**config.mk**
```make
export PLATFORM = sky130hd
export DESIGN_NAME = stroke_line_rasterizer
export DESIGN_NICKNAME = d
export VERILOG_FILES = /design/src/hw/rtl/slr_pkg.sv /design/src/hw/rtl/slr_scaler.sv /design/src/hw/rtl/slr_stepper.sv /design/src/hw/rtl/stroke_line_rasterizer.sv
export SDC_FILE = /design/constraint.sdc
export NUM_CORES = 1
export LEC_CHECK = 0
export BUFFER_PORTS_ARGS = -buffer_cell sky130_fd_sc_hd__buf_4
export CAP_MARGIN = 20
export CORE_UTILIZATION = 35
export CTS_CLUSTER_DIAMETER = 50
export DETAILED_ROUTE_END_ITERATION = 8
export HOLD_SLACK_MARGIN = 0.15
export PLACE_DENSITY = 0.51
export SLEW_MARGIN = 20
export SYNTH_ARGS = -nofsm -noshare
export SYNTH_HDL_FRONTEND = slang
export SYNTH_SLANG_ARGS = --single-unit
export TNS_END_PERCENT = 30
```
**constraint.sdc**
```tcl
create_clock -name aclk -period 13.95 [get_ports aclk]
set_input_delay 1.395 -clock aclk [delete_from_list [all_inputs] [get_ports aclk]]
set_output_delay 1.395 -clock aclk [all_outputs]
set_load 0.05 [all_outputs]
```
**src/hw/rtl/slr_pkg.sv**
```systemverilog
package slr_pkg;

    // Raster geometry: RASTER_SIZE by RASTER_SIZE pixels, 6-bit pixel fields.
    localparam int RASTER_SIZE = 64;
    localparam int PIX_W       = 6;
    localparam logic [PIX_W-1:0] RASTER_MAX = PIX_W'(RASTER_SIZE - 1);

    // Field widths.
    localparam int COORD_W = 12;
    localparam int SCALE_W = 16;
    localparam int FRAC_W  = 12;
    localparam int PROD_W  = COORD_W + SCALE_W;
    localparam int ERR_W   = PIX_W + 3;
    localparam int IN_TDATA_W  = 24;
    localparam int OUT_TDATA_W = 16;
    localparam int CFG_IDX_W   = 2;
    localparam int CFG_DATA_W  = 16;

    // Register reset values.
    localparam logic [SCALE_W-1:0] SCALE_RESET = 16'd4096;
    localparam logic [COORD_W-1:0] AREA_RESET  = 12'd63;

    // Input item kinds.
    typedef enum logic [0:0] {
        OP_BEGIN = 1'b0,
        OP_MOVE  = 1'b1
    } slr_op_t;

    // Configuration register indexes.
    typedef enum logic [CFG_IDX_W-1:0] {
        REG_SCALE_X     = 2'd0,
        REG_SCALE_Y     = 2'd1,
        REG_AREA_WIDTH  = 2'd2,
        REG_AREA_HEIGHT = 2'd3
    } slr_reg_t;

    // Which coordinate the shared multiplier works on.
    typedef enum logic [1:0] {
        SEL_OLD_X = 2'd0,
        SEL_OLD_Y = 2'd1,
        SEL_NEW_X = 2'd2,
        SEL_NEW_Y = 2'd3
    } slr_sel_t;

    // Sequencer states.
    typedef enum logic [1:0] {
        ST_IDLE  = 2'd0,
        ST_SCALE = 2'd1,
        ST_SETUP = 2'd2,
        ST_STEP  = 2'd3
    } slr_state_t;

    // Control toward the scaling unit.
    typedef struct packed {
        logic     issue;
        slr_sel_t sel;
    } slr_scale_ctl_t;

    // Control toward the line stepper.
    typedef struct packed {
        logic setup;
        logic advance;
    } slr_step_ctl_t;

endpackage

```
**src/hw/rtl/slr_scaler.sv**
```systemverilog
// Shared multiplier: converts one area coordinate per cycle to a raster coordinate.
// The product is registered, then truncated, saturated and stored in the cycle after.
module slr_scaler (
    input  logic                   aclk,
    input  logic                   aresetn,
    input  slr_pkg::slr_scale_ctl_t ctl,
    input  logic [11:0]            old_x,
    input  logic [11:0]            old_y,
    input  logic [11:0]            new_x,
    input  logic [11:0]            new_y,
    input  logic [15:0]            scale_x,
    input  logic [15:0]            scale_y,
    output logic [5:0]             x0,
    output logic [5:0]             y0,
    output logic [5:0]             x1,
    output logic [5:0]             y1
);
    import slr_pkg::*;

    logic [COORD_W-1:0]     coord_mux;
    logic [SCALE_W-1:0]     scale_mux;
    logic [PROD_W-1:0]      prod_reg;
    logic [PROD_W-1:0]      prod_next;
    logic                   prod_vld_reg;
    slr_sel_t               prod_sel_reg;
    logic [PROD_W-FRAC_W-1:0] whole;
    logic [PIX_W-1:0]       sat;
    logic [PIX_W-1:0]       res_reg [4];

    // Operand selection for the single multiplier.
    always_comb begin
        case (ctl.sel)
            SEL_OLD_X: begin
                coord_mux = old_x;
                scale_mux = scale_x;
            end
            SEL_OLD_Y: begin
                coord_mux = old_y;
                scale_mux = scale_y;
            end
            SEL_NEW_X: begin
                coord_mux = new_x;
                scale_mux = scale_x;
            end
            SEL_NEW_Y: begin
                coord_mux = new_y;
                scale_mux = scale_y;
            end
            default: begin
                coord_mux = old_x;
                scale_mux = scale_x;
            end
        endcase
    end

    assign prod_next = PROD_W'(coord_mux) * PROD_W'(scale_mux);

    // Product stage.
    always_ff @(posedge aclk) begin
        if (!aresetn) begin
            prod_vld_reg <= 1'b0;
        end else begin
            prod_vld_reg <= ctl.issue;
        end
        prod_reg     <= prod_next;
        prod_sel_reg <= ctl.sel;
    end

    // Drop the fraction and clamp to the raster edge.
    assign whole = prod_reg[PROD_W-1:FRAC_W];
    assign sat   = (whole > (PROD_W-FRAC_W)'(RASTER_MAX)) ? RASTER_MAX : whole[PIX_W-1:0];

    // Result store, one slot per coordinate.
    always_ff @(posedge aclk) begin
        if (prod_vld_reg) begin
            res_reg[prod_sel_reg] <= sat;
        end
    end

    assign x0 = res_reg[SEL_OLD_X];
    assign y0 = res_reg[SEL_OLD_Y];
    assign x1 = res_reg[SEL_NEW_X];
    assign y1 = res_reg[SEL_NEW_Y];

endmodule

```
**src/hw/rtl/slr_stepper.sv**
```systemverilog
// Bresenham stepper: one shared add and compare on the error term per pixel.
// Coordinates are kept as major and minor axes so one datapath serves both slopes.
module slr_stepper (
    input  logic                  aclk,
    input  logic                  aresetn,
    input  slr_pkg::slr_step_ctl_t ctl,
    input  logic [5:0]            x0,
    input  logic [5:0]            y0,
    input  logic [5:0]            x1,
    input  logic [5:0]            y1,
    output logic [5:0]            pix_x,
    output logic [5:0]            pix_y,
    output logic                  at_end
);
    import slr_pkg::*;

    logic [PIX_W-1:0]        adx;
    logic [PIX_W-1:0]        ady;
    logic                    x_pos;
    logic                    y_pos;
    logic                    x_major;
    logic [PIX_W-1:0]        dmaj;
    logic [PIX_W-1:0]        dmin;
    logic signed [ERR_W-1:0] err_init;
    logic                    take_minor;
    logic signed [ERR_W-1:0] err_step;

    logic                    x_major_reg;
    logic                    maj_pos_reg;
    logic                    min_pos_reg;
    logic [PIX_W-1:0]        maj_reg;
    logic [PIX_W-1:0]        min_reg;
    logic [PIX_W-1:0]        maj_end_reg;
    logic [PIX_W:0]          dmaj2_reg;
    logic [PIX_W:0]          dmin2_reg;
    logic signed [ERR_W-1:0] err_reg;

    // Line setup from the scaled end points.
    always_comb begin
        x_pos    = x1 > x0;
        y_pos    = y1 > y0;
        adx      = x_pos ? (x1 - x0) : (x0 - x1);
        ady      = y_pos ? (y1 - y0) : (y0 - y1);
        x_major  = adx >= ady;
        dmaj     = x_major ? adx : ady;
        dmin     = x_major ? ady : adx;
        err_init = $signed({2'b00, dmin, 1'b0}) - $signed({3'b000, dmaj});
    end

    // One error update: the minor axis moves on a positive error, or on zero
    // error when the major axis runs upward.
    always_comb begin
        take_minor = (err_reg > 0) || ((err_reg == 0) && maj_pos_reg);
        if (take_minor) begin
            err_step = err_reg - $signed({2'b00, dmaj2_reg}) + $signed({2'b00, dmin2_reg});
        end else begin
            err_step = err_reg + $signed({2'b00, dmin2_reg});
        end
    end

    // Line state.
    always_ff @(posedge aclk) begin
        if (!aresetn) begin
            x_major_reg <= 1'b1;
        end else if (ctl.setup) begin
            x_major_reg <= x_major;
        end
        if (ctl.setup) begin
            maj_pos_reg <= x_major ? x_pos : y_pos;
            min_pos_reg <= x_major ? y_pos : x_pos;
            maj_reg     <= x_major ? x0 : y0;
            min_reg     <= x_major ? y0 : x0;
            maj_end_reg <= x_major ? x1 : y1;
            dmaj2_reg   <= {dmaj, 1'b0};
            dmin2_reg   <= {dmin, 1'b0};
            err_reg     <= err_init;
        end else if (ctl.advance) begin
            err_reg <= err_step;
            maj_reg <= maj_pos_reg ? (maj_reg + 1'b1) : (maj_reg - 1'b1);
            if (take_minor) begin
                min_reg <= min_pos_reg ? (min_reg + 1'b1) : (min_reg - 1'b1);
            end
        end
    end

    assign pix_x  = x_major_reg ? maj_reg : min_reg;
    assign pix_y  = x_major_reg ? min_reg : maj_reg;
    assign at_end = maj_reg == maj_end_reg;

endmodule

```
**src/hw/rtl/stroke_line_rasterizer.sv**
```systemverilog
// Channel   Direction  Word contents (low bit first)
// s_axis    in         tdata: point_x[11:0], point_y[23:12]; tuser: opcode
// m_axis    out        tdata: pixel_x[5:0], pixel_y[11:6], zeros; tlast: last_pixel
// cfg       in         write enable, index, data (no read-back)
//
// A begin word or a point outside the draw area starts no line; the sequencer stays idle.
// A move is accepted while idle, then its four coordinates pass through the
// shared multiplier, one per cycle, followed by its output stage; the line is
// set up, and the Bresenham stepper gives one pixel per cycle unless m_axis stalls.
// Reset (aresetn, synchronous) clears the sequencer, registers and stored point.
// A stall on m_axis holds the stepper; s_tready is high only while idle.
module stroke_line_rasterizer (
    input  logic        aclk,
    input  logic        aresetn,
    input  logic        s_tvalid,
    output logic        s_tready,
    input  logic [23:0] s_tdata,   // point_x[11:0], point_y[23:12]
    input  logic [0:0]  s_tuser,   // opcode[0]
    output logic        m_tvalid,
    input  logic        m_tready,
    output logic [15:0] m_tdata,   // pixel_x[5:0], pixel_y[11:6], zero pad
    output logic        m_tlast,
    input  logic        cfg_wr_en,
    input  logic [1:0]  cfg_index,
    input  logic [15:0] cfg_wdata
);
    import slr_pkg::*;

    slr_state_t         state_reg;
    slr_state_t         state_next;
    logic [2:0]         cnt_reg;
    logic [2:0]         cnt_next;

    logic [SCALE_W-1:0] scale_x_reg;
    logic [SCALE_W-1:0] scale_y_reg;
    logic [COORD_W-1:0] area_w_reg;
    logic [COORD_W-1:0] area_h_reg;
    logic [COORD_W-1:0] prev_x_reg;
    logic [COORD_W-1:0] prev_y_reg;
    logic [COORD_W-1:0] old_x_reg;
    logic [COORD_W-1:0] old_y_reg;
    logic [COORD_W-1:0] new_x_reg;
    logic [COORD_W-1:0] new_y_reg;

    logic [COORD_W-1:0] in_x;
    logic [COORD_W-1:0] in_y;
    slr_op_t            in_op;
    logic               in_acc;
    logic               in_area;

    slr_scale_ctl_t     scl_ctl;
    slr_step_ctl_t      stp_ctl;
    logic               out_load;
    logic [PIX_W-1:0]   x0;
    logic [PIX_W-1:0]   y0;
    logic [PIX_W-1:0]   x1;
    logic [PIX_W-1:0]   y1;
    logic [PIX_W-1:0]   pix_x;
    logic [PIX_W-1:0]   pix_y;
    logic               at_end;

    logic               m_valid_reg;
    logic [PIX_W-1:0]   m_x_reg;
    logic [PIX_W-1:0]   m_y_reg;
    logic               m_last_reg;

    // Input word unpacking and area check.
    assign in_x    = s_tdata[COORD_W-1:0];
    assign in_y    = s_tdata[2*COORD_W-1:COORD_W];
    assign in_op   = slr_op_t'(s_tuser[0]);
    assign in_acc  = s_tvalid && s_tready;
    assign in_area = (in_x <= area_w_reg) && (in_y <= area_h_reg);

    // Configuration registers.
    always_ff @(posedge aclk) begin
        if (!aresetn) begin
            scale_x_reg <= SCALE_RESET;
            scale_y_reg <= SCALE_RESET;
            area_w_reg  <= AREA_RESET;
            area_h_reg  <= AREA_RESET;
        end else if (cfg_wr_en) begin
            case (slr_reg_t'(cfg_index))
                REG_SCALE_X:     scale_x_reg <= cfg_wdata;
                REG_SCALE_Y:     scale_y_reg <= cfg_wdata;
                REG_AREA_WIDTH:  area_w_reg  <= cfg_wdata[COORD_W-1:0];
                REG_AREA_HEIGHT: area_h_reg  <= cfg_wdata[COORD_W-1:0];
                default: begin
                end
            endcase
        end
    end

    // Stored stroke point and the end points of the line in progress.
    always_ff @(posedge aclk) begin
        if (!aresetn) begin
            prev_x_reg <= '0;
            prev_y_reg <= '0;
        end else if (in_acc && in_area) begin
            prev_x_reg <= in_x;
            prev_y_reg <= in_y;
        end
        if (in_acc && in_area && (in_op == OP_MOVE)) begin
            old_x_reg <= prev_x_reg;
            old_y_reg <= prev_y_reg;
            new_x_reg <= in_x;
            new_y_reg <= in_y;
        end
    end

    // Sequencer next state.
    always_comb begin
        state_next = state_reg;
        cnt_next   = cnt_reg;
        case (state_reg)
            ST_IDLE: begin
                cnt_next = '0;
                if (in_acc && in_area && (in_op == OP_MOVE)) begin
                    state_next = ST_SCALE;
                end
            end
            ST_SCALE: begin
                cnt_next = cnt_reg + 3'd1;
                if (cnt_reg == 3'd4) begin
                    state_next = ST_SETUP;
                end
            end
            ST_SETUP: begin
                state_next = ST_STEP;
            end
            ST_STEP: begin
                if (out_load && at_end) begin
                    state_next = ST_IDLE;
                end
            end
            default: begin
                state_next = ST_IDLE;
            end
        endcase
    end

    // Sequencer outputs.
    always_comb begin
        s_tready        = 1'b0;
        scl_ctl.issue   = 1'b0;
        scl_ctl.sel     = slr_sel_t'(cnt_reg[1:0]);
        stp_ctl.setup   = 1'b0;
        stp_ctl.advance = 1'b0;
        out_load        = 1'b0;
        case (state_reg)
            ST_IDLE: begin
                s_tready = 1'b1;
            end
            ST_SCALE: begin
                scl_ctl.issue = !cnt_reg[2];
            end
            ST_SETUP: begin
                stp_ctl.setup = 1'b1;
            end
            ST_STEP: begin
                out_load        = !m_valid_reg || m_tready;
                stp_ctl.advance = out_load && !at_end;
            end
            default: begin
            end
        endcase
    end

    always_ff @(posedge aclk) begin
        if (!aresetn) begin
            state_reg <= ST_IDLE;
            cnt_reg   <= '0;
        end else begin
            state_reg <= state_next;
            cnt_reg   <= cnt_next;
        end
    end

    slr_scaler u_scaler (
        .aclk    (aclk),
        .aresetn (aresetn),
        .ctl     (scl_ctl),
        .old_x   (old_x_reg),
        .old_y   (old_y_reg),
        .new_x   (new_x_reg),
        .new_y   (new_y_reg),
        .scale_x (scale_x_reg),
        .scale_y (scale_y_reg),
        .x0      (x0),
        .y0      (y0),
        .x1      (x1),
        .y1      (y1)
    );

    slr_stepper u_stepper (
        .aclk    (aclk),
        .aresetn (aresetn),
        .ctl     (stp_ctl),
        .x0      (x0),
        .y0      (y0),
        .x1      (x1),
        .y1      (y1),
        .pix_x   (pix_x),
        .pix_y   (pix_y),
        .at_end  (at_end)
    );

    // Output register between the stepper and the result channel.
    always_ff @(posedge aclk) begin
        if (!aresetn) begin
            m_valid_reg <= 1'b0;
        end else if (out_load) begin
            m_valid_reg <= 1'b1;
        end else if (m_tready) begin
            m_valid_reg <= 1'b0;
        end
        if (out_load) begin
            m_x_reg    <= pix_x;
            m_y_reg    <= pix_y;
            m_last_reg <= at_end;
        end
    end

    assign m_tvalid = m_valid_reg;
    assign m_tdata  = {(OUT_TDATA_W - 2*PIX_W)'(0), m_y_reg, m_x_reg};
    assign m_tlast  = m_last_reg;

endmodule

```
Yosys cells after proc, flatten, opt, wreduce, memory -nomap -nowiden:

Memory sizes are Yosys's and may differ from the RTL's.
Index checks and enable logic that the tools add are counted.

* RAM bits: 24
* bits in registers: 220
* memories: 1

* add/sub/neg operators: 13
* equality and inequality tests: 14
* order comparisons: 7
* $mul: 1
* multiplexer cells: 37
* reduce and logical (&&, ||, !) cells: 29

Memories
* u_scaler.res_reg: words 4, width 6, rd ports 4, clocked after memory_dff 0, wr ports 1, RTL line slr_scaler.sv:28 `logic [PIX_W-1:0] res_reg [4];`

Operators with widths (number)
* 6-bit two-way mux: 17
* 12-bit one-hot mux with 4 select lines: 1
* 32-bit zero test: 1
* 16-bit one-hot mux with 2 select lines: 1
* 12-bit by 16-bit multiplier with 28-bit output: 1
* 9-bit two-way mux: 3
* 12-bit <= comparator: 2
* 6-bit subtractor: 4
* 9-bit by 8-bit adder with 9-bit output: 2
* 16-bit by 6-bit greater-than comparator with 1-bit output (second input constant): 1
* 6-bit by 1-bit adder with 6-bit output (second input constant): 2
* 2-bit equality test (second input constant): 6
* 6-bit greater-than comparator: 2
* 2-bit AND reduction: 6
* 6-bit by 1-bit subtractor with 6-bit output (second input constant): 2
* 1-bit two-way mux: 10
* 9-bit by 1-bit greater-than comparator with 1-bit output (second input constant): 1
* 9-bit by 8-bit subtractor with 9-bit output: 1
* 2-bit one-hot mux with 4 select lines: 1
* 2-bit nonzero test: 4
* 7-bit by 6-bit subtractor with 8-bit output: 1
* 1-bit logical AND: 7
* 2-bit by 1-bit equality test with 1-bit output (second input constant): 3
* 6-bit equality test: 1
* 11 further kinds: 21

Longest topological paths before layout:

Gate-level depths: netlist of run 1.

* word-level depth: 7
* depth in mapped cells: 28
* gate-level depth less buffers: 26

Modules after synthesis:

Synthesis of run 1 repeated with hierarchy kept, for this count alone.

* cell total of the unflattened synthesis: 1842
* area, all modules: 17988.5 µm²

Modules (own cells, without submodules)
* slr_scaler: sequential area each 1101.1 µm², instances 1, cells an instance 822, area each 7691.1 µm²
* stroke_line_rasterizer: sequential area each 3553.4 µm², instances 1, cells an instance 560, area each 5898.2 µm²
* slr_stepper: sequential area each 1251.2 µm², instances 1, cells an instance 460, area each 4399.2 µm²

Least setup slack after synthesis of run 1:

No wires, ideal clock.

* path type: register to register
* start point: reg cnt_reg[1]
* end point: reg u_scaler.prod_reg[26]
* arrival time: 6.682 ns
* period minus slack after synthesis: 6.754 ns
* stages on the path, launching flop included: 27
* library setup time: 0.072 ns
* data required time: 13.878 ns
* path slack: 7.196 ns
* cell sequence: dfxtp_1 -> inv_1 -> ha_1 -> nor2_2 -> clkbuf_1 -> clkbuf_1 -> mux2i_1 -> nor2_1 -> fa_1 -> inv_1 -> fa_1 -> inv_1 -> fa_1 -> fa_1 -> inv_1 -> fa_1 -> inv_1 -> ha_1 -> nand3_1 -> nand2_1 -> o21ai_0 -> nand2b_1 -> a21o_1 -> a221oi_2 -> o21ai_2 -> a21oi_1 -> xnor2_1

* word-level cells in the longest chain between the ends: 4
* elaborated cells between the ends (all ways): 9

RTL lines
* from (decl): RTL line stroke_line_rasterizer.sv:31 `logic [2:0] cnt_reg;`
* from (signal assigned): RTL line stroke_line_rasterizer.sv:174 `cnt_reg <= cnt_next;`
* 2-bit by 1-bit equality test with 1-bit output, or another cell as far along: RTL line slr_scaler.sv:32 `case (ctl.sel)`
* 2-bit OR reduction (no line)
* 16-bit one-hot mux with 2 select lines: RTL line slr_scaler.sv:32
* 12-bit by 16-bit multiplier with 28-bit output *: RTL line slr_scaler.sv:56 `assign prod_next = PROD_W'(coord_mux) * PROD_W'(scale_mux);`
* named net u_scaler.prod_next[26]: RTL line slr_scaler.sv:23 `logic [PROD_W-1:0] prod_next;`
* to (signal assigned): RTL line slr_scaler.sv:65 `prod_reg <= prod_next;`
* to (decl): RTL line slr_scaler.sv:22 `logic [PROD_W-1:0] prod_reg;`

Mark *: on every way through the listed nets, which the timed path passes. The rest lies on a longest branch.
A chain may end at the register's enable or synchronous reset.

Worst setup path in the final report of run 1:

Ends and elaborated chain as after synthesis.

==> results of run 1 <==
[worst max path at each step]
stage / from / to / slack [ps] / cells after the start
after floorplan: cnt_reg[1] / u_scaler.prod_reg[26] / 7200 / 26
after global placement: cnt_reg[0] / u_scaler.prod_reg[26] / 6950 / 22
after detailed placement: cnt_reg[1] / u_scaler.prod_reg[26] / 6910 / 23
after CTS: cnt_reg[1] / u_scaler.prod_reg[26] / 6900 / 23
after global routing: cnt_reg[0] / u_scaler.prod_reg[26] / 6430 / 23
final: cnt_reg[1] / u_scaler.prod_reg[26] / 6950 / 23
[critical path: cells and delay by family (launching register included)]
family | cells | cell delay [ps]
buffers and inverters | 4 | 580
muxes | 1 | 500
xor gates and xnor gates | 1 | 120
AOI/OAI and AO/OA | 6 | 1380
adders and majority gates | 7 | 3350
and+or+nand+nor | 4 | 590
DFF | 1 | 370
[synth_stat cells, drive strengths merged (9+ instances only)]
library cell  count
xor2             16
ha              148
nand2           288
nand3            11
nor2             99
buf              17
nand2b           10
inv             274
a21o             25
mux2             34
clkbuf           48
and2             23
fa              154
xnor2            37
dfxtp           106
nor3             11
nor2b            37
o211ai           12
nand4            10
edfxtp          126
or2               9
mux2i            61
o21ai            31
a21boi           45
a211oi           10
a21oi            79
[metal layers]
layer,part of all wire,vias up,global-route usage
li1,-,6022,-
met1,0.47,5832,0.212
met2,0.48,193,0.286
met3,0.032,48,0.0246
met4,0.023,0,0.0506
met5,0,-,0
[cells by family (layout without fill, tap and decap cells)]
group	count (synthesis)	in the layout	synth area share
AOI/OAI and AO/OA	259	259	0.0983
xor gates and xnor gates	53	53	0.0263
adders and majority gates	302	302	0.280
buffers and inverters	339	411	0.0738
DFF	232	232	0.335
muxes	95	95	0.0563
other	1	4	0.000213
and+or+nand+nor	522	522	0.130
[report_power, final]
part	internal, mW	leakage [nW]	switching (mW)
combinational	0.239	6.38	0.361
clock	0.544	0.577	0.335
sequential	0.774	1.99	0.0203
total	1.56	8.95	0.717
[area by class of cell]
cell class	count	share of cell area
multi-input combinational	1235	0.524
clock buffer	42	0.0467
tap	664	0.0416
clock inverter	22	0.0127
sequential	232	0.296
inverter	274	0.0515
timing repair buffer	73	0.0274
[metrics by stage]
| step | setup slack (ps) | power (mW) | area, um2 | utilization |
|---|---|---|---|---|
| final | 6950 | 2.27 | 20000 | 0.405 |
| after global routing | 6430 | 2.42 | 20000 | 0.405 |
| after CTS | 6900 | 2.31 | 20000 | 0.405 |
| after detailed placement | 6910 | 1.41 | 18800 | 0.381 |
| after global placement | 6950 | 1.40 | 18800 | 0.380 |
| after floorplan | 7200 | 1.26 | 17700 | - |
==> metrics.cfg, run 1 <==
[floorplanning]
num_io_pins=67
dieArea_um2=51300
fp.coreArea_um2=49400
die_h_um=226
start_util=0.357
die_w_um=226
rows=81

[synth]
synth_top_area_share=0.214
synth_edf_count=126
ys_types=66
synth_async_sr_flop_share=0
ys_ff_latch=232
synth_area_um2=17600
synth_top_cell_by_area=edfxtp_1
synth_area_leaders=edfxtp_1 21%, fa_1 17%, dfxtp_1 12%, ha_1 10%, nand2_1 6.1%
syn_area_per_cell_um2=9.78
yosysWarnings=0
synthCells=1803
ys_seq_area_frac=0.335
ys.flop_type=edfxtp_1

[worst_setup_path]
cpMostUsedCell=fa_1
worstSetupEndpointType=flip-flop
required_ps=14410
r2r_start=cnt_reg[1]
cp_cell_sequence=inv_1 > ha_1 > nor2_2 > buf_4 > mux2_2 > and2_1 > fa_1 > fa_1 > fa_1 > fa_1 > inv_1 > fa_1 > inv_1 > ha_1 > nand2_1 > nor2_1 > a211oi_1 > o21bai_1 > o2111a_2 > a221oi_2 > o21ai_2 > a21oi_1 > xnor2_1
worstPathArrival_ps=7460
cp_max_fo=26
slowest_stage=fa_1
worst_path_largest_cell_delay_ps=550
rr_endpoint=u_scaler.prod_reg[26]
crit_type=reg -> reg
reg2reg_slack_ps=6950
r2r_cells=23
startpoint_type=flip-flop

[routing]
initialDrtViolationCount=554
routedWlPerCell_um=16.1
first_pass_iters=5
ant_nets=0
drc=0
routed_wl_um=40800
via_count=12095
vias_per_cell=4.76

[global_route]
grt_max_degree=90
gr-total-overflow=0
grt_pass1_wl_um=66100
grtUsageTotal=0.165
antenna_found_initial=0
grt_pass1_vias=12438

[cts]
postCtsSetupRepairBufs=0
cts.clk_slew.worst_paths_ps=50
cts_htree_levels=2
cts_tree=built
cts.path.max_buffers=3
cts_hold_buf=0
clock_latency_ps=550
root_buffer=clkbuf_16
numCtsBuffers=35
cts_resized=0
clock-sinks=232

[timing]
tightest_slew_ps=1080
maxSlewViolCount=0
whs_ps=392
max_freq_mhz=143
setup_tns_ps=0
period_share=0.502
setup_viol=0
rsz0062_at_grt=false
fin_crit_ps=7000
skew_ps=24.8
slew-limit-headroom=0.281
hold_violations=0

[final_layout]
diodes=0
fillers=4944
seqCellArea_um2=5910
final_cell_mix=288 x nand2_1, 273 x inv_1, 154 x fa_1, 147 x ha_1, 126 x edfxtp_1
largest_reg_flops=24
area_delta_synth_final_pct=13.2
multi_input_area_um2=10500
stdcell_count=2542
nNetsFinal=2201
final_common_cell=nand2_1
layout-drive-gt1-share=0.100

[placed_design]
gp_congestion=0.830
portBuffers=62
hpwl_um=32100
dp_cells=2478

[min_path]
min_path_cells=0
hold_path.class=reg -> reg
hold_start=cnt_reg[1]
hold_end=u_scaler.prod_sel_reg[1]

[power]
peakVddDrop_mv=0.0765
power_density_nw_per_um2=114
leakagePower_nw=8.95

[flow_run]
maxCapViolCount=0

[outcome]
outcome=completed

(Power assumes the default switching activity.)
==> run 2, diff against run 1 <==
--- a/config.mk
+++ b/config.mk
@@ -11,7 +11,7 @@
 export CTS_CLUSTER_DIAMETER = 50
 export DETAILED_ROUTE_END_ITERATION = 8
 export HOLD_SLACK_MARGIN = 0.15
-export PLACE_DENSITY = 0.51
+export PLACE_DENSITY = 0.53
 export SLEW_MARGIN = 20
 export SYNTH_ARGS = -nofsm -noshare
 export SYNTH_HDL_FRONTEND = slang
==> constraint.sdc (replaced) <==
create_clock -name aclk -period 5.9 [get_ports aclk]
set_input_delay 0.59 -clock aclk [delete_from_list [all_inputs] [get_ports aclk]]
set_output_delay 0.59 -clock aclk [all_outputs]
set_load 0.05 [all_outputs]
==> run 2 against run 1 <==
  * The run now ends with setup timing left
  * Die area unchanged
  * Maximum frequency grew 18%
  * Sequential power rose by 140%
  * Largest cell class unchanged
  * Largest power group unchanged
==> metrics.cfg, run 2 (synthesis gave the netlist of run 1 again) <==
[outcome]
outcome=complete, but fails checks
violations=setup timing

[worst_setup_path]
reg2reg_slack_ps=-20  ; -6980 ps
cp_max_fo=9  ; -65%
worstSetupEndpointType=flip-flop
r2r_start=cnt_reg[1]
rr_endpoint=u_scaler.prod_reg[25]
crit_path_end=u_scaler.prod_reg[25]
worstPathArrival_ps=6400  ; -1060 ps
setup.worst_path.start=cnt_reg[1]
required_ps=6370  ; -8040 ps
r2r_cells=24  ; +4.3%
crit_type=reg -> reg
startpoint_type=flip-flop

[cts]
cts_hold_buf=0  ; unchanged
numCtsBuffers=31  ; -11%
clock-sinks=232  ; unchanged
cts.path.max_buffers=3  ; unchanged
cts_tree=built
cts_htree_levels=1  ; -1
cts.clk_slew.worst_paths_ps=60  ; about the same
root_buffer=clkbuf_16
clock_latency_ps=590  ; +40 ps

[routing]
first_pass_iters=5  ; unchanged
initialDrtViolationCount=541  ; -2.3%
routedWlPerCell_um=15.5  ; -3.2%
ant_nets=0  ; unchanged
via_count=12693  ; +4.9%
vias_per_cell=4.73  ; -0.68%
drc=0  ; unchanged
routed_wl_um=41700  ; +2.3%

[final_layout]
nNetsFinal=2347  ; +6.6%
layout-drive-gt1-share=0.212  ; +0.112
area_delta_synth_final_pct=23.2
largest_reg_flops=24  ; unchanged
diodes=0  ; unchanged
final_cell_mix=277 x nand2_1, 258 x inv_1, 191 x buf_4, 149 x fa_1, 128 x ha_1
final_common_cell=nand2_1
final_util=0.440  ; +0.0355
fillers=4753  ; -3.9%

[timing]
fin_crit_ps=5920  ; -1070 ps
fin_ws_ps=-24.4  ; -6980 ps
setup_viol=1  ; +1
hold_violations=0  ; unchanged
whs_ps=202  ; -190 ps
rsz0062_at_grt=true
max_freq_mhz=169  ; +18%
skew_ps=34.1  ; +9.29 ps
period_share=1.00  ; +0.502
slew-limit-headroom=0.306  ; +0.0256
maxSlewViolCount=0  ; unchanged
tightest_slew_ps=1040  ; -38.4 ps

[placed_design]
hpwl_um=33200  ; +3.5%
portBuffers=62  ; unchanged
gp_congestion=0.895  ; +7.9%

[floorplanning]
die_h_um=226  ; unchanged
num_io_pins=67  ; unchanged
die_w_um=226  ; unchanged
rows=81  ; unchanged
fp.coreArea_um2=49400  ; unchanged
dieArea_um2=51300  ; unchanged
start_util=0.357  ; unchanged

[global_route]
grt_max_degree=90  ; unchanged
grt_pass1_vias=13569  ; +9.1%
grtUsageTotal=0.171  ; +0.00598
antenna_found_initial=0  ; unchanged
gr-total-overflow=0  ; unchanged
grt_pass1_wl_um=69700  ; +5.4%

[power]
power.switching_mw=1.80  ; +150%
clockPowerShare=0.343  ; -0.044
peakVddDrop_mv=0.192  ; +150%
power_frac_comb=0.328  ; +0.064
seqPwrFrac=0.330  ; -0.019
leakagePower_nw=9.68  ; +8.1%
p_int_mw=3.90  ; +150%
power_density_nw_per_um2=262  ; +130%
swShare=0.316  ; about the same

[min_path]
min_path_cells=1  ; +1
hold_path.class=in -> reg

[flow_run]
maxCapViolCount=0  ; unchanged

-- run 2: worst max-delay path, cell delays in order (launching register included) --
cell	delay (ps)
dfxtp_4	400
inv_4	50
ha_4	180
nor2_4	250
buf_12	180
buf_4	110
mux2_4	350
nand2_2	100
fa_1	410
fa_1	510
inv_1	50
fa_1	490
fa_1	520
inv_1	50
fa_1	490
inv_2	40
ha_4	210
buf_6	120
a211oi_4	240
o21bai_4	100
o2111a_2	280
a221oi_4	290
o21ai_2	100
buf_4	140
xor2_1	130
-- run 2: worst min path at each step --
stage	from	endpoint	slack, ps
after floorplan	cnt_reg[1]	u_scaler.prod_sel_reg[1]	370
after global placement	prev_x_reg[4]	old_x_reg[4]	410
after detailed placement	prev_y_reg[6]	old_y_reg[6]	420
after CTS	s_tdata[12]	new_y_reg[0]	160
after global routing	s_tdata[18]	new_y_reg[6]	190
final	s_tdata[12]	new_y_reg[0]	200
-- run 2: power by group through the flow --
stage	Sequential [mW]	Combinational, mW	Clock, mW
floorplan	1.90	1.16	0
global placement	1.91	1.66	0
detailed placement	1.91	1.68	0
CTS	1.88	1.86	2.00
global route	1.89	2.10	2.06
finish	1.88	1.87	1.95
-- run 2: timing repair --
item | 4_1_cts | 5_1_grt
endpoints found under the setup margin | 13 | 18
gates resized for setup | 102 | 33
gates cloned | 1 | 0
pin swaps | 78 | 22
setup buffers | 40 | 4
-- run 2: routing by layer --
metal	part of all wire	wire length [um]	global-route usage
met1	0.45	18900	0.216
met4	0.024	1000	0.0451
met3	0.024	1010	0.0190
met5	0	0	0
met2	0.50	20900	0.309
-- run 2: through the flow --
step | setup slack [ps] | cell area (um2) | total power [mW] | cells | TNS (ps)
after floorplan | 0.640 | 18000 | 3.06 | 1806 | 0
after global placement | -208 | 19800 | 3.57 | 2587 | -1100
after detailed placement | -409 | 19900 | 3.59 | 2587 | -2920
after global routing | -277 | 21700 | 6.05 | 2686 | -2080
after CTS | -53.0 | 21600 | 5.74 | 2685 | -53.9
final | -24.4 | 21700 | 5.69 | 2686 | -24.4
-- run 2: final cells by class --
cell class / count / area, um2 / share of cell area
clock buffers: 34 / 787 / 0.0362
clock inverters: 24 / 288 / 0.0132
inverters: 274 / 1030 / 0.0476
multi-input cells: 1235 / 11000 / 0.509
flip-flops and latches: 232 / 5910 / 0.272
well taps: 664 / 831 / 0.0382
repair buffers: 223 / 1820 / 0.0839
==> run 3, diff against run 2 <==
--- a/config.mk
+++ b/config.mk
@@ -7,11 +7,11 @@
 export LEC_CHECK = 0
 export BUFFER_PORTS_ARGS = -buffer_cell sky130_fd_sc_hd__buf_4
 export CAP_MARGIN = 20
-export CORE_UTILIZATION = 35
+export CORE_UTILIZATION = 40
 export CTS_CLUSTER_DIAMETER = 50
 export DETAILED_ROUTE_END_ITERATION = 8
 export HOLD_SLACK_MARGIN = 0.15
-export PLACE_DENSITY = 0.53
+export PLACE_DENSITY = 0.59
 export SLEW_MARGIN = 20
 export SYNTH_ARGS = -nofsm -noshare
 export SYNTH_HDL_FRONTEND = slang
==> run 3 against run 2 <==
  * The run still ends with setup timing left
  * Global-route usage is 1.6 points higher
  * Die area is 12% lower
  * Sequential power hardly changed
  * Critical endpoint is now u_scaler.prod_reg[26]
  * Largest power group is now sequential cells
  * Highest routed layer unchanged
==> metrics.cfg, run 3 (synthesis gave the netlist of run 1 again) <==
[outcome]
outcome=complete, but fails checks
violations=setup timing

[worst_setup_path]
slowest_stage=fa_1
worstPathArrival_ps=6460  ; +60 ps
critPathBufInv=5  ; -3
cp_max_fo=6  ; -3
worstSetupEndpointType=flip-flop
worst_path_largest_cell_delay_ps=540  ; +20 ps
startpoint_type=flip-flop
cp_cell_sequence=ha_2 > nor2_4 > buf_6 > buf_6 > buf_6 > mux2i_4 > nor2_1 > fa_1 > inv_1 > fa_1 > inv_1 > fa_2 > fa_1 > fa_1 > ha_1 > nand2_2 > nor2_2 > a211oi_4 > o21bai_4 > o2111a_2 > a221oi_4 > o21ai_2 > a21oi_2 > xnor2_1
required_ps=6380  ; about the same
cpMostUsedCell=fa_1
crit_type=reg -> reg
path_delay_family=adder cells

[final_layout]
final_cell_mix=282 x nand2_1, 260 x inv_1, 213 x buf_4, 151 x fa_1, 134 x ha_1
nNetsFinal=2358  ; +0.47%
layout-drive-gt1-share=0.203  ; -0.00902
final_common_cell=nand2_1
final_util=0.496  ; +0.0554
final_area_um2=21400  ; -1.3%
area_delta_synth_final_pct=21.5
largest_reg_flops=24  ; unchanged
diodes=0  ; unchanged

[timing]
period_share=1.01  ; +0.00920
fin_crit_ps=5980  ; +54.3 ps
slew-limit-headroom=0.311  ; +0.00469
skew_ps=24.5  ; -9.56 ps
setup_viol=4  ; +3
max_freq_mhz=167  ; -0.91%
maxSlewViolCount=0  ; unchanged
tightest_slew_ps=1030  ; -4.79 ps
fin_ws_ps=-78.7  ; -54.3 ps
rsz0062_at_grt=true
hold_violations=0  ; unchanged

[power]
p_int_mw=3.75  ; -3.7%
power_density_nw_per_um2=257  ; -2.1%
seqPwrFrac=0.341  ; +0.011
swShare=0.318  ; +0.00237
peakVddDrop_mv=0.202  ; +5.1%
clockPowerShare=0.324  ; -0.019
power_frac_comb=0.335  ; +0.007
leakagePower_nw=9.66  ; -0.17%
power.switching_mw=1.75  ; -2.6%

[floorplanning]
die_h_um=212  ; -6.4%
num_io_pins=67  ; unchanged
die_w_um=212  ; -6.4%
rows=76  ; -6.2%
dieArea_um2=44900  ; -12%
fp.coreArea_um2=43300  ; -12%
start_util=0.408  ; +0.0503

[global_route]
antenna_found_initial=0  ; unchanged
gr-total-overflow=0  ; unchanged
grtUsageTotal=0.188  ; +0.0163
grt_pass1_vias=13288  ; -2.1%
grt_pass1_wl_um=67600  ; -3.1%
grt_max_degree=90  ; unchanged

[placed_design]
gp_congestion=0.886  ; -1.0%
portBuffers=62  ; unchanged
place_area_um2=19800  ; -0.37%
hpwl_um=32300  ; -2.6%

[cts]
clock-sinks=232  ; unchanged
clock_latency_ps=570  ; -20 ps
cts_hold_buf=0  ; unchanged
cts_htree_levels=1  ; unchanged
cts.clk_slew.worst_paths_ps=60  ; about the same
numCtsBuffers=31  ; unchanged
cts.path.max_buffers=3  ; unchanged
cts_tree=built
root_buffer=clkbuf_16

[flow_run]
maxCapViolCount=0  ; unchanged

[routing]
first_pass_iters=5  ; unchanged
initialDrtViolationCount=709  ; +31%
via_count=12739  ; +0.36%
ant_nets=0  ; unchanged
routedWlPerCell_um=15.5  ; -0.11%
drc=0  ; unchanged
routed_wl_um=40600  ; -2.6%
vias_per_cell=4.87  ; +3.0%

[min_path]
hold_path.class=in -> reg

==> run 3: cell count changes in the layout (fill, tap and decap cells not counted), moves of 4 or more <==
cell and change:
buf_4 +22, buf_6 -10, bufinv_16 -4, ha_1 +6, ha_4 -5, mux2_2 +5, mux2_4 -5, nand2_1 +5
nand2_2 -4, nor2_1 +7, nor2_2 -7
==> run 3: area by class of cell <==
class	count	area (um2)
Clock buffer	40	840
Clock inverter	18	156
Fill cell	4028	21800
Inverter	274	1030
Multi-Input combinational cell	1235	10900
Sequential cell	232	5910
Tap cell	585	732
Timing Repair Buffer	234	1870
==> run 3: path summary, 6_finish.rpt <==
check	startpoint	to	slack, ps	cells past startpoint
max	cnt_reg[0]	u_scaler.prod_reg[26]	-80	24
min	s_tdata[23]	new_y_reg[11]	220	1
max reg2reg	cnt_reg[0]	u_scaler.prod_reg[26]	-80	24
min reg2reg	prev_y_reg[11]	old_y_reg[11]	430	0
==> run 3: layer usage <==
layer,global-route usage,up-vias,part of all wire
li1,-,6323,-
met1,0.233,6129,0.44
met2,0.343,220,0.50
met3,0.0222,67,0.031
met4,0.0492,0,0.026
met5,0,-,0
==> run 3: metrics by stage <==
| step | setup TNS (ps) | instances | total power [mW] | hold WS [ps] | setup slack [ps] |
|---|---|---|---|---|---|
| 2_1_floorplan | 0 | 1806 | 3.06 | 371 | 0.640 |
| 3_3_place_gp | -1340 | 2511 | 3.57 | 412 | -230 |
| 3_5_place_dp | -2600 | 2511 | 3.60 | 414 | -369 |
| 4_1_cts | -211 | 2611 | 5.53 | 204 | -98.7 |
| 5_1_grt | -2680 | 2618 | 5.85 | 209 | -352 |
| 6_report | -178 | 2618 | 5.50 | 222 | -78.7 |
==> run 3: timing repair <==
item                                    4_1_cts  5_1_grt
gates cloned                                  1        0
resized for setup                            73       12
pin swaps                                    68       10
endpoints found under the setup margin       12       18
setup buffers                                41        6
==> run 3: power by group through the flow <==
| stage | Combinational (mW) | Sequential [mW] | Clock [mW] |
|---|---|---|---|
| 2_1_floorplan | 1.16 | 1.90 | 0 |
| 3_3_place_gp | 1.66 | 1.91 | 0 |
| 3_5_place_dp | 1.69 | 1.91 | 0 |
| 4_1_cts | 1.83 | 1.88 | 1.82 |
| 5_1_grt | 2.07 | 1.89 | 1.89 |
| 6_report | 1.84 | 1.88 | 1.78 |
